--- config.mk ---
export PLATFORM = sky130hd
export DESIGN_NAME = bessel_zero_order_series
export DESIGN_NICKNAME = d
export VERILOG_FILES = /design/src/design/bzs_pkg.sv /design/src/design/bzs_mul.sv /design/src/design/bzs_div.sv /design/src/design/bessel_zero_order_series.sv
export VERILOG_INCLUDE_DIRS = /design/src /design/src/design
export SDC_FILE = /design/constraint.sdc
export NUM_CORES = 2
export LEC_CHECK = 0
export BUFFER_PORTS_ARGS = -buffer_cell sky130_fd_sc_hd__buf_2
export CAP_MARGIN = 20
export CORE_UTILIZATION = 30
export CTS_CLUSTER_DIAMETER = 100
export DETAILED_ROUTE_END_ITERATION = 7
export SLEW_MARGIN = 25
export SYNTH_ARGS = -nofsm -noshare
export SYNTH_HDL_FRONTEND = slang
export SYNTH_SLANG_ARGS = --single-unit
--- constraint.sdc ---
create_clock -name clk -period 21.8 [get_ports clk]
set_input_delay 2.18 -clock clk [delete_from_list [all_inputs] [get_ports clk]]
set_output_delay 2.18 -clock clk [all_outputs]
set_load 0.01 [all_outputs]
--- src/design/bessel_zero_order_series_assert.svh ---
// Assertion macros for the Bessel power series block.
// Included by the RTL file that carries concurrent checks; needs nothing else.
`ifndef BESSEL_ZERO_ORDER_SERIES_ASSERT_SVH
`define BESSEL_ZERO_ORDER_SERIES_ASSERT_SVH

`ifndef ASSERT_OFF
// Clocked check that is switched off while reset is high.
`define BZS_ASSERT(lbl, clk, rst, prop) \
  lbl: assert property (@(posedge clk) disable iff (rst) (prop)) \
    else $error("%m: check failed");
// Clocked check that also holds during reset.
`define BZS_ASSERT_ALWAYS(lbl, clk, prop) \
  lbl: assert property (@(posedge clk) (prop)) \
    else $error("%m: check failed");
`else
`define BZS_ASSERT(lbl, clk, rst, prop)
`define BZS_ASSERT_ALWAYS(lbl, clk, prop)
`endif

`endif

--- src/design/bzs_pkg.sv ---
// Shared constants and types of the Bessel power series block.
// Used by bzs_mul, bzs_div and bessel_zero_order_series; depends on nothing.
package bzs_pkg;

  localparam int X_W            = 21;   // argument width, Q5.16
  localparam int X_FRAC         = 16;
  localparam int SUM_W          = 46;   // series sum width, Q21.SUM_FRAC_BITS
  localparam int IDX_W          = 7;    // loop index and max_terms width
  localparam int RATIO_INT_W    = 10;
  localparam int RATIO_FRAC_DEF = 32;
  localparam int SUM_FRAC_BITS  = 24;
  localparam int TERM_LIMIT     = 64;

  localparam int MUL_DIG_W  = 16;       // multiplier digit taken per cycle
  localparam int DIV_STEP_W = 8;        // quotient bits produced per cycle

  localparam int IN_TDATA_W  = 24;
  localparam int OUT_TDATA_W = 56;
  localparam int CFG_ADDR_W  = 1;
  localparam int CFG_DATA_W  = 7;

  localparam logic [CFG_ADDR_W-1:0] REG_MAX_TERMS = 1'b0;
  localparam logic [CFG_ADDR_W-1:0] REG_ORD_MODE  = 1'b1;

  localparam logic [IDX_W-1:0] MAX_TERMS_RST = 7'd50;
  localparam logic [IDX_W-1:0] TERM_LIMIT_V  = IDX_W'(TERM_LIMIT);

  localparam logic [SUM_W-1:0] SUM_ONE  = SUM_W'(1) << SUM_FRAC_BITS;
  localparam logic [SUM_W-1:0] TERM_SAT = 46'h2000_0000_0000;
  localparam logic signed [SUM_W+1:0] SUM_HI = 48'sh1FFF_FFFF_FFFF;
  localparam logic signed [SUM_W+1:0] SUM_LO = 48'shE000_0000_0000;

  typedef struct packed {
    logic busy;
    logic done;
  } unit_stat_t;

endpackage

--- src/design/bzs_mul.sv ---
// Shared iterative multiplier: one MUL_DIG_W-bit digit of b per cycle.
// Depends on bzs_pkg.
module bzs_mul import bzs_pkg::*; #(
  parameter int AW = RATIO_INT_W + RATIO_FRAC_DEF
) (
  input  logic            clk,
  input  logic            rst,
  input  logic            start,
  input  logic [AW-1:0]   a,
  input  logic [AW-1:0]   b,
  output logic [2*AW-1:0] prod,
  output unit_stat_t      stat
);

  localparam int NDIG = (AW + MUL_DIG_W - 1) / MUL_DIG_W;
  localparam int BW   = NDIG * MUL_DIG_W;
  localparam int PW   = 2 * AW;
  localparam int CW   = (NDIG > 1) ? $clog2(NDIG) : 1;

  logic [AW-1:0]           a_reg;
  logic [BW-1:0]           b_reg;
  logic [PW-1:0]           acc;
  logic [CW-1:0]           cnt;
  logic                    busy;
  logic                    done;
  logic [AW+MUL_DIG_W-1:0] pp;
  logic [PW-1:0]           pp_sh;

  assign pp    = a_reg * b_reg[MUL_DIG_W-1:0];
  assign pp_sh = PW'(pp) << (MUL_DIG_W * cnt);

  always_ff @(posedge clk) begin
    if (rst) begin
      busy <= 1'b0;
      done <= 1'b0;
      cnt  <= '0;
    end else begin
      done <= 1'b0;
      if (start) begin
        a_reg <= a;
        b_reg <= BW'(b);
        acc   <= '0;
        cnt   <= '0;
        busy  <= 1'b1;
      end else if (busy) begin
        acc   <= acc + pp_sh;
        b_reg <= b_reg >> MUL_DIG_W;
        cnt   <= cnt + 1'b1;
        if (cnt == CW'(NDIG - 1)) begin
          busy <= 1'b0;
          done <= 1'b1;
        end
      end
    end
  end

  assign prod      = acc;
  assign stat.busy = busy;
  assign stat.done = done;

endmodule

--- src/design/bzs_div.sv ---
// Iterative divider by a small index: DIV_STEP_W restoring steps per cycle.
// Depends on bzs_pkg.
module bzs_div import bzs_pkg::*; #(
  parameter int DW = RATIO_INT_W + RATIO_FRAC_DEF + X_W - X_FRAC - 1
) (
  input  logic             clk,
  input  logic             rst,
  input  logic             start,
  input  logic [DW-1:0]    num,
  input  logic [IDX_W-1:0] den,
  output logic [DW-1:0]    quo,
  output unit_stat_t       stat
);

  localparam int NSTEP = (DW + DIV_STEP_W - 1) / DIV_STEP_W;
  localparam int NW    = NSTEP * DIV_STEP_W;
  localparam int CW    = (NSTEP > 1) ? $clog2(NSTEP) : 1;

  logic [NW-1:0]         n_reg;
  logic [NW-1:0]         q_reg;
  logic [IDX_W-1:0]      rem;
  logic [IDX_W-1:0]      rem_next;
  logic [IDX_W-1:0]      d_reg;
  logic [DIV_STEP_W-1:0] digit;
  logic [CW-1:0]         cnt;
  logic                  busy;
  logic                  done;

  // The remainder stays below the divisor, so it never needs more than IDX_W bits.
  always_comb begin
    logic [IDX_W:0] part;
    rem_next = rem;
    digit    = '0;
    for (int i = 0; i < DIV_STEP_W; i++) begin
      part = {rem_next, n_reg[NW-1-i]};
      if (part >= {1'b0, d_reg}) begin
        part = part - {1'b0, d_reg};
        digit[DIV_STEP_W-1-i] = 1'b1;
      end
      rem_next = part[IDX_W-1:0];
    end
  end

  always_ff @(posedge clk) begin
    if (rst) begin
      busy <= 1'b0;
      done <= 1'b0;
      cnt  <= '0;
    end else begin
      done <= 1'b0;
      if (start) begin
        n_reg <= NW'(num);
        q_reg <= '0;
        rem   <= '0;
        d_reg <= den;
        cnt   <= '0;
        busy  <= 1'b1;
      end else if (busy) begin
        n_reg <= n_reg << DIV_STEP_W;
        q_reg <= {q_reg[NW-DIV_STEP_W-1:0], digit};
        rem   <= rem_next;
        cnt   <= cnt + 1'b1;
        if (cnt == CW'(NSTEP - 1)) begin
          busy <= 1'b0;
          done <= 1'b1;
        end
      end
    end
  end

  assign quo       = q_reg[DW-1:0];
  assign stat.busy = busy;
  assign stat.done = done;

endmodule

--- src/design/bessel_zero_order_series.sv ---
// Top level of the zero-order Bessel power series block: sequencer, config
// registers and output register. Depends on bzs_pkg, bzs_mul and bzs_div.
//
// Usage: the argument x (Q5.16) arrives on the s_tvalid/s_tready/s_tdata
// stream; one result beat (sum in Q21.24 and the stopping index) leaves on
// m_tvalid/m_tready/m_tdata for every input beat. max_terms and ordinary_mode
// are written through cfg_we/cfg_addr/cfg_wdata; the user must write them
// only while the block is idle, which the block itself does not enforce.
// Each term takes two passes through the shared digit-serial multiplier
// (NDIG = ceil((10+RATIO_FRAC_BITS)/16) digits each) and one through the
// divider by k (NSTEP = ceil((14+RATIO_FRAC_BITS)/8) steps).
// s_tready is high only while no series is being worked on; the next beat is
// taken as soon as the result sits in the output register, even if the
// receiver has not taken it yet. If the receiver stalls, the finished sum
// waits until m_tready, and the sequencer holds the result in its final state.
// Reset clears the sequencer and the output valid and restores max_terms to
// 50 and ordinary_mode to 0.
`include "bessel_zero_order_series_assert.svh"

module bessel_zero_order_series import bzs_pkg::*; #(
  parameter int RATIO_FRAC_BITS = RATIO_FRAC_DEF
) (
  input  logic                   clk,
  input  logic                   rst,
  input  logic                   s_tvalid,
  output logic                   s_tready,
  input  logic [IN_TDATA_W-1:0]  s_tdata,   // [20:0] arg_x
  output logic                   m_tvalid,
  input  logic                   m_tready,
  output logic [OUT_TDATA_W-1:0] m_tdata,   // [45:0] bessel_value, [52:46] last_index
  input  logic                   cfg_we,
  input  logic [CFG_ADDR_W-1:0]  cfg_addr,
  input  logic [CFG_DATA_W-1:0]  cfg_wdata
);

  localparam int RW    = RATIO_INT_W + RATIO_FRAC_BITS;
  localparam int PW    = 2 * RW;
  localparam int DW    = RW + X_W - X_FRAC - 1;
  localparam int SQ_SH = 2 * RATIO_FRAC_BITS - SUM_FRAC_BITS;

  localparam logic [RW-1:0] RATIO_ONE = RW'(1) << RATIO_FRAC_BITS;
  localparam logic [RW-1:0] RATIO_MAX = '1;

  localparam logic [3:0] S_IDLE     = 4'd0;
  localparam logic [3:0] S_RX_GO    = 4'd1;
  localparam logic [3:0] S_RX_WAIT  = 4'd2;
  localparam logic [3:0] S_DIV_GO   = 4'd3;
  localparam logic [3:0] S_DIV_WAIT = 4'd4;
  localparam logic [3:0] S_SQ_GO    = 4'd5;
  localparam logic [3:0] S_SQ_WAIT  = 4'd6;
  localparam logic [3:0] S_ACC      = 4'd7;
  localparam logic [3:0] S_DONE     = 4'd8;

  logic [3:0]        state;
  logic [IDX_W-1:0]  max_terms;
  logic              ordinary_mode;
  logic [X_W-1:0]    x_reg;
  logic [RW-1:0]     ratio;
  logic [SUM_W-1:0]  sum;
  logic [SUM_W-1:0]  term;
  logic [IDX_W-1:0]  k_idx;
  logic [IDX_W-1:0]  limit;
  logic [IDX_W-1:0]  limit_next;
  logic [IDX_W-1:0]  last_idx;
  logic [IDX_W-1:0]  k_plus;

  logic              mul_start;
  logic [RW-1:0]     mul_b;
  logic [PW-1:0]     mul_prod;
  unit_stat_t        mul_stat;
  logic              div_start;
  logic [DW-1:0]     div_quo;
  unit_stat_t        div_stat;

  logic [PW-1:0]     term_full;
  logic [SUM_W-1:0]  term_sat;
  logic [RW-1:0]     ratio_sat;
  logic [SUM_W+1:0]  sum_ext;
  logic [SUM_W+1:0]  term_ext;
  logic signed [SUM_W+1:0] s_wide;
  logic [SUM_W-1:0]  sum_next;

  assign s_tready  = (state == S_IDLE);
  assign mul_start = (state == S_RX_GO) || (state == S_SQ_GO);
  assign mul_b     = (state == S_SQ_GO) ? ratio : RW'(x_reg);
  assign div_start = (state == S_DIV_GO);

  bzs_mul #(.AW(RW)) u_mul (
    .clk   (clk),
    .rst   (rst),
    .start (mul_start),
    .a     (ratio),
    .b     (mul_b),
    .prod  (mul_prod),
    .stat  (mul_stat)
  );

  // The division by 2k splits into a fixed shift of the product and the divider by k.
  bzs_div #(.DW(DW)) u_div (
    .clk   (clk),
    .rst   (rst),
    .start (div_start),
    .num   (mul_prod[RW+X_W-1:X_FRAC+1]),
    .den   (k_idx),
    .quo   (div_quo),
    .stat  (div_stat)
  );

  assign limit_next = (max_terms > TERM_LIMIT_V) ? TERM_LIMIT_V : max_terms;
  assign ratio_sat  = (|div_quo[DW-1:RW]) ? RATIO_MAX : div_quo[RW-1:0];
  assign term_full  = mul_prod >> SQ_SH;
  assign term_sat   = (term_full > PW'(TERM_SAT)) ? TERM_SAT : term_full[SUM_W-1:0];
  assign k_plus     = k_idx + 1'b1;

  assign sum_ext  = {{2{sum[SUM_W-1]}}, sum};
  assign term_ext = {2'b00, term};
  assign s_wide   = (ordinary_mode && k_idx[0]) ? $signed(sum_ext) - $signed(term_ext)
                                                : $signed(sum_ext) + $signed(term_ext);

  always_comb begin
    if (s_wide > SUM_HI) begin
      sum_next = SUM_HI[SUM_W-1:0];
    end else if (s_wide < SUM_LO) begin
      sum_next = SUM_LO[SUM_W-1:0];
    end else begin
      sum_next = s_wide[SUM_W-1:0];
    end
  end

  always_ff @(posedge clk) begin
    if (rst) begin
      max_terms     <= MAX_TERMS_RST;
      ordinary_mode <= 1'b0;
    end else if (cfg_we) begin
      case (cfg_addr)
        REG_MAX_TERMS: max_terms     <= cfg_wdata;
        REG_ORD_MODE:  ordinary_mode <= cfg_wdata[0];
        default: ;
      endcase
    end
  end

  always_ff @(posedge clk) begin
    if (rst) begin
      state    <= S_IDLE;
      m_tvalid <= 1'b0;
    end else begin
      // A new result may replace the one being taken in the same cycle.
      if (state == S_DONE && (!m_tvalid || m_tready)) begin
        m_tvalid <= 1'b1;
      end else if (m_tvalid && m_tready) begin
        m_tvalid <= 1'b0;
      end
      case (state)
        S_IDLE: begin
          if (s_tvalid) begin
            x_reg <= s_tdata[X_W-1:0];
            ratio <= RATIO_ONE;
            sum   <= SUM_ONE;
            k_idx <= IDX_W'(1);
            limit <= limit_next;
            if (limit_next > IDX_W'(1)) begin
              state <= S_RX_GO;
            end else begin
              last_idx <= IDX_W'(1);
              state    <= S_DONE;
            end
          end
        end
        S_RX_GO:  state <= S_RX_WAIT;
        S_RX_WAIT: begin
          if (mul_stat.done) begin
            state <= S_DIV_GO;
          end
        end
        S_DIV_GO: state <= S_DIV_WAIT;
        S_DIV_WAIT: begin
          if (div_stat.done) begin
            ratio <= ratio_sat;
            state <= S_SQ_GO;
          end
        end
        S_SQ_GO:  state <= S_SQ_WAIT;
        S_SQ_WAIT: begin
          if (mul_stat.done) begin
            term  <= term_sat;
            state <= S_ACC;
          end
        end
        S_ACC: begin
          sum <= sum_next;
          // A term that truncates to zero ends the series after it is added.
          if (term == '0) begin
            last_idx <= k_idx;
            state    <= S_DONE;
          end else if (k_plus >= limit) begin
            last_idx <= k_plus;
            state    <= S_DONE;
          end else begin
            k_idx <= k_plus;
            state <= S_RX_GO;
          end
        end
        S_DONE: begin
          if (!m_tvalid || m_tready) begin
            m_tdata  <= {{(OUT_TDATA_W - SUM_W - IDX_W){1'b0}}, last_idx, sum};
            state    <= S_IDLE;
          end
        end
        default: state <= S_IDLE;
      endcase
    end
  end

  `BZS_ASSERT(a_units_idle, clk, rst, (state == S_IDLE) |-> (!mul_stat.busy && !div_stat.busy))
  `BZS_ASSERT(a_mul_done_wait, clk, rst, mul_stat.done |-> (state == S_RX_WAIT || state == S_SQ_WAIT))
  `BZS_ASSERT(a_div_done_wait, clk, rst, div_stat.done |-> (state == S_DIV_WAIT))
  `BZS_ASSERT(a_index_range, clk, rst, (state == S_RX_GO) |-> (k_idx != '0 && k_idx < limit))
  `BZS_ASSERT(a_term_to_acc, clk, rst, (state == S_SQ_WAIT && mul_stat.done) |=> (state == S_ACC))

endmodule
==> results_dict.tcl <==
set metrics [dict create \
    crit_slowest_cell "edfxtp_1" \
    cp.required_ns 22.19 \
    synth.ff_latch_count 525 \
    critPathKind "flip-flop to flip-flop" \
    largest_register_ffs 84 \
    cts_buffers 56 \
    area_growth_pct 9.282 \
    fmax_mhz 50.58 \
    start_util 0.3026 \
    rows 152 \
    hold_buffers 0 \
    clockBufferDepth 3 \
    min_from "last_idx[3]" \
    critical_path.most_common_cell "o21ai_0" \
    gp_congestion 0.9480 \
    hpwl_um 108600 \
    fin_crit_ns 19.77 \
    die_w_um 418.4 \
    setup_viol 0 \
    grt_pass1_vias 39800 \
    cts_resized 0 \
    slew_headroom 0.2629 \
    synth_area_mm2 0.05202 \
    firstDrtPassIters 6 \
    grt.total_usage 0.1664 \
    tns_ns 0 \
    ys.flop_type "edfxtp_1" \
    startpoint_type "flip-flop" \
    final_nets 6232 \
    cap_violations 0 \
    antenna_found_initial 5 \
    io_buffers 88 \
    hp-class "flip-flop to flip-flop" \
    r2r_end "u_div.rem[0]" \
    status "finished, final reports clean" \
    ios 95 \
    max_stage_delay_ns 0.70 \
    drt-initial-drc-count 2740 \
    worst-path-buf-inv 4 \
    fin_skew_ns 0.07432 \
    drcViolationCount 0 \
    rrSetupSlack_ns 2.03 \
    syn_inst 5352 \
    die_area_mm2 0.1751 \
    synth_top_area_cell "edfxtp_1" \
    r2r_start "u_div.d_reg[0]" \
    clockRootBuffer "clkbuf_16" \
    synth_most_common_cell "nand2_1" \
    cts.sink_count 525 \
    synthArstFlopShare 0 \
    rsz0062_at_grt "no" \
    clk_pin_slew_ns 0.07 \
    ant_nets 0 \
    cts_tree "yes" \
    synth_area_leaders "edfxtp_1 29%, fa_1 22%, ha_1 7.9%" \
    yosysSeqAreaShare 0.2988 \
    critPathTopFamily "compound AO/OA/AOI/OAI gates" \
    path_depth 72 \
    overflow 0 \
    clock_latency_ns 0.68 \
    holdPathStages 0 \
    synthTopCellsByCount "829 x nand2_1, 611 x inv_1, 568 x fa_1" \
    core-area_mm2 0.1719 \
    htreeDepth 2 \
    hold_violations 0 \
    netlist.area_leader.share 0.2904 \
    drive_gt1_frac 0.05856 \
    crit_fanout 20 \
    worst_pin_slew_ns 1.106 \
    critPathArrivalTime_ns 20.16 \
    cp-end-kind "flip-flop" \
    vias 38490 \
    synth_edf_count 503 \
    avgRoutedWirePerCell_um 18.98 \
    yosysUniqueCellTypes 91 \
    reg2regPathDepth 72 \
    post_cts_buffers 0 \
    fin_crit_sh 0.9069 \
    grt_pass1_wl_um 228800 \
    final_max_slew_viol_count 0 \
    yosys_warnings 0 \
    via_per_inst 5.028 \
    grt_max_degree 79 \
    worstHoldEndpoint "m_tdata[49]" \
    postSynthAreaPerCell_um2 9.720 \
    wl_um 145300 \
    chipHeight_um 418.4 \
]
==> worst max path at each step <==
stage | endpoint | slack, ns | startpoint
2_1_floorplan | u_div.rem[0] | 5.55 | u_div.d_reg[1]
6_report | u_div.rem[0] | 2.03 | u_div.d_reg[0]
5_1_grt | u_div.rem[3] | 0.40 | u_div.d_reg[0]
3_5_place_dp | u_div.rem[1] | 2.36 | u_div.d_reg[0]
3_3_place_gp | u_div.rem[1] | 2.41 | u_div.d_reg[0]
4_1_cts | u_div.rem[1] | 2.26 | u_div.d_reg[0]
==> kinds of logic after synthesis <==
| logic type | count (synthesis) | synth area share |
|---|---|---|
| compound gates | 983 | 0.1245 |
| xor+xnor | 252 | 0.04308 |
| fa+ha+maj | 896 | 0.2975 |
| buf+inv | 870 | 0.06374 |
| flops | 525 | 0.2988 |
| mux | 75 | 0.01534 |
| other cells | 1 | 0.00007209 |
| simple gates | 1750 | 0.1570 |
==> area by class of cell <==
type                            count  area (um2)
Fill cell                       17620      115100
Multi-Input combinational cell   3959       33280
Sequential cell                   525       15550
Tap cell                         2310        2890
Inverter                          611        2293
Clock buffer                       67        1453
Timing Repair Buffer              146       875.8
Clock inverter                     37       509.2
Antenna cell                        1       2.502
==> stage by stage <==
stage               utilization  instances  cell area, um2  hold WS, ns  setup WS (ns)
global route             0.3307       7655           56850       0.4234         0.3989
global placement         0.3191       7551           54870       0.4092          2.414
detailed placement       0.3191       7551           54870       0.4054          2.360
finish                   0.3307       7656           56850       0.4169          2.030
floorplan                     -       5354           52030       0.4003          5.552
CTS                      0.3306       7655           56830       0.4187          2.258
==> placed cells by master (no fill, tap or decap), types with 18 or more instances in the layout <==
master       n
or3_1       20
nor3_1      47
nand2b_1    52
nor2_1     269
mux2_2      21
o21ai_0    189
dfxtp_1     20
o31ai_1     18
buf_4       58
xnor2_1    152
xor2_1      98
clkbuf_16   56
o21a_1      75
nand3_1     61
nor2b_1     60
a211oi_1    27
nand2_1    829
inv_1      611
fa_1       568
edfxtp_1   503
buf_2       88
o21bai_1    42
o22ai_1     19
and2_1     252
nand4_1     44
ha_1       328
and3_1      36
mux2i_1     51
a21o_1     181
a21oi_1    252
==> layer usage <==
| metal | vias up | GRT usage | share of wire |
|---|---|---|---|
| met3 | 226 | 0.01941 | 0.057 |
| met4 | 0 | 0.05327 | 0.032 |
| li1 | 17850 | - | - |
| met5 | - | 0 | 0 |
| met2 | 1095 | 0.2813 | 0.48 |
| met1 | 19330 | 0.2208 | 0.44 |
Power is not shown: default switching activity piles up to over one toggle a cycle in this logic, so the estimate is an artifact.
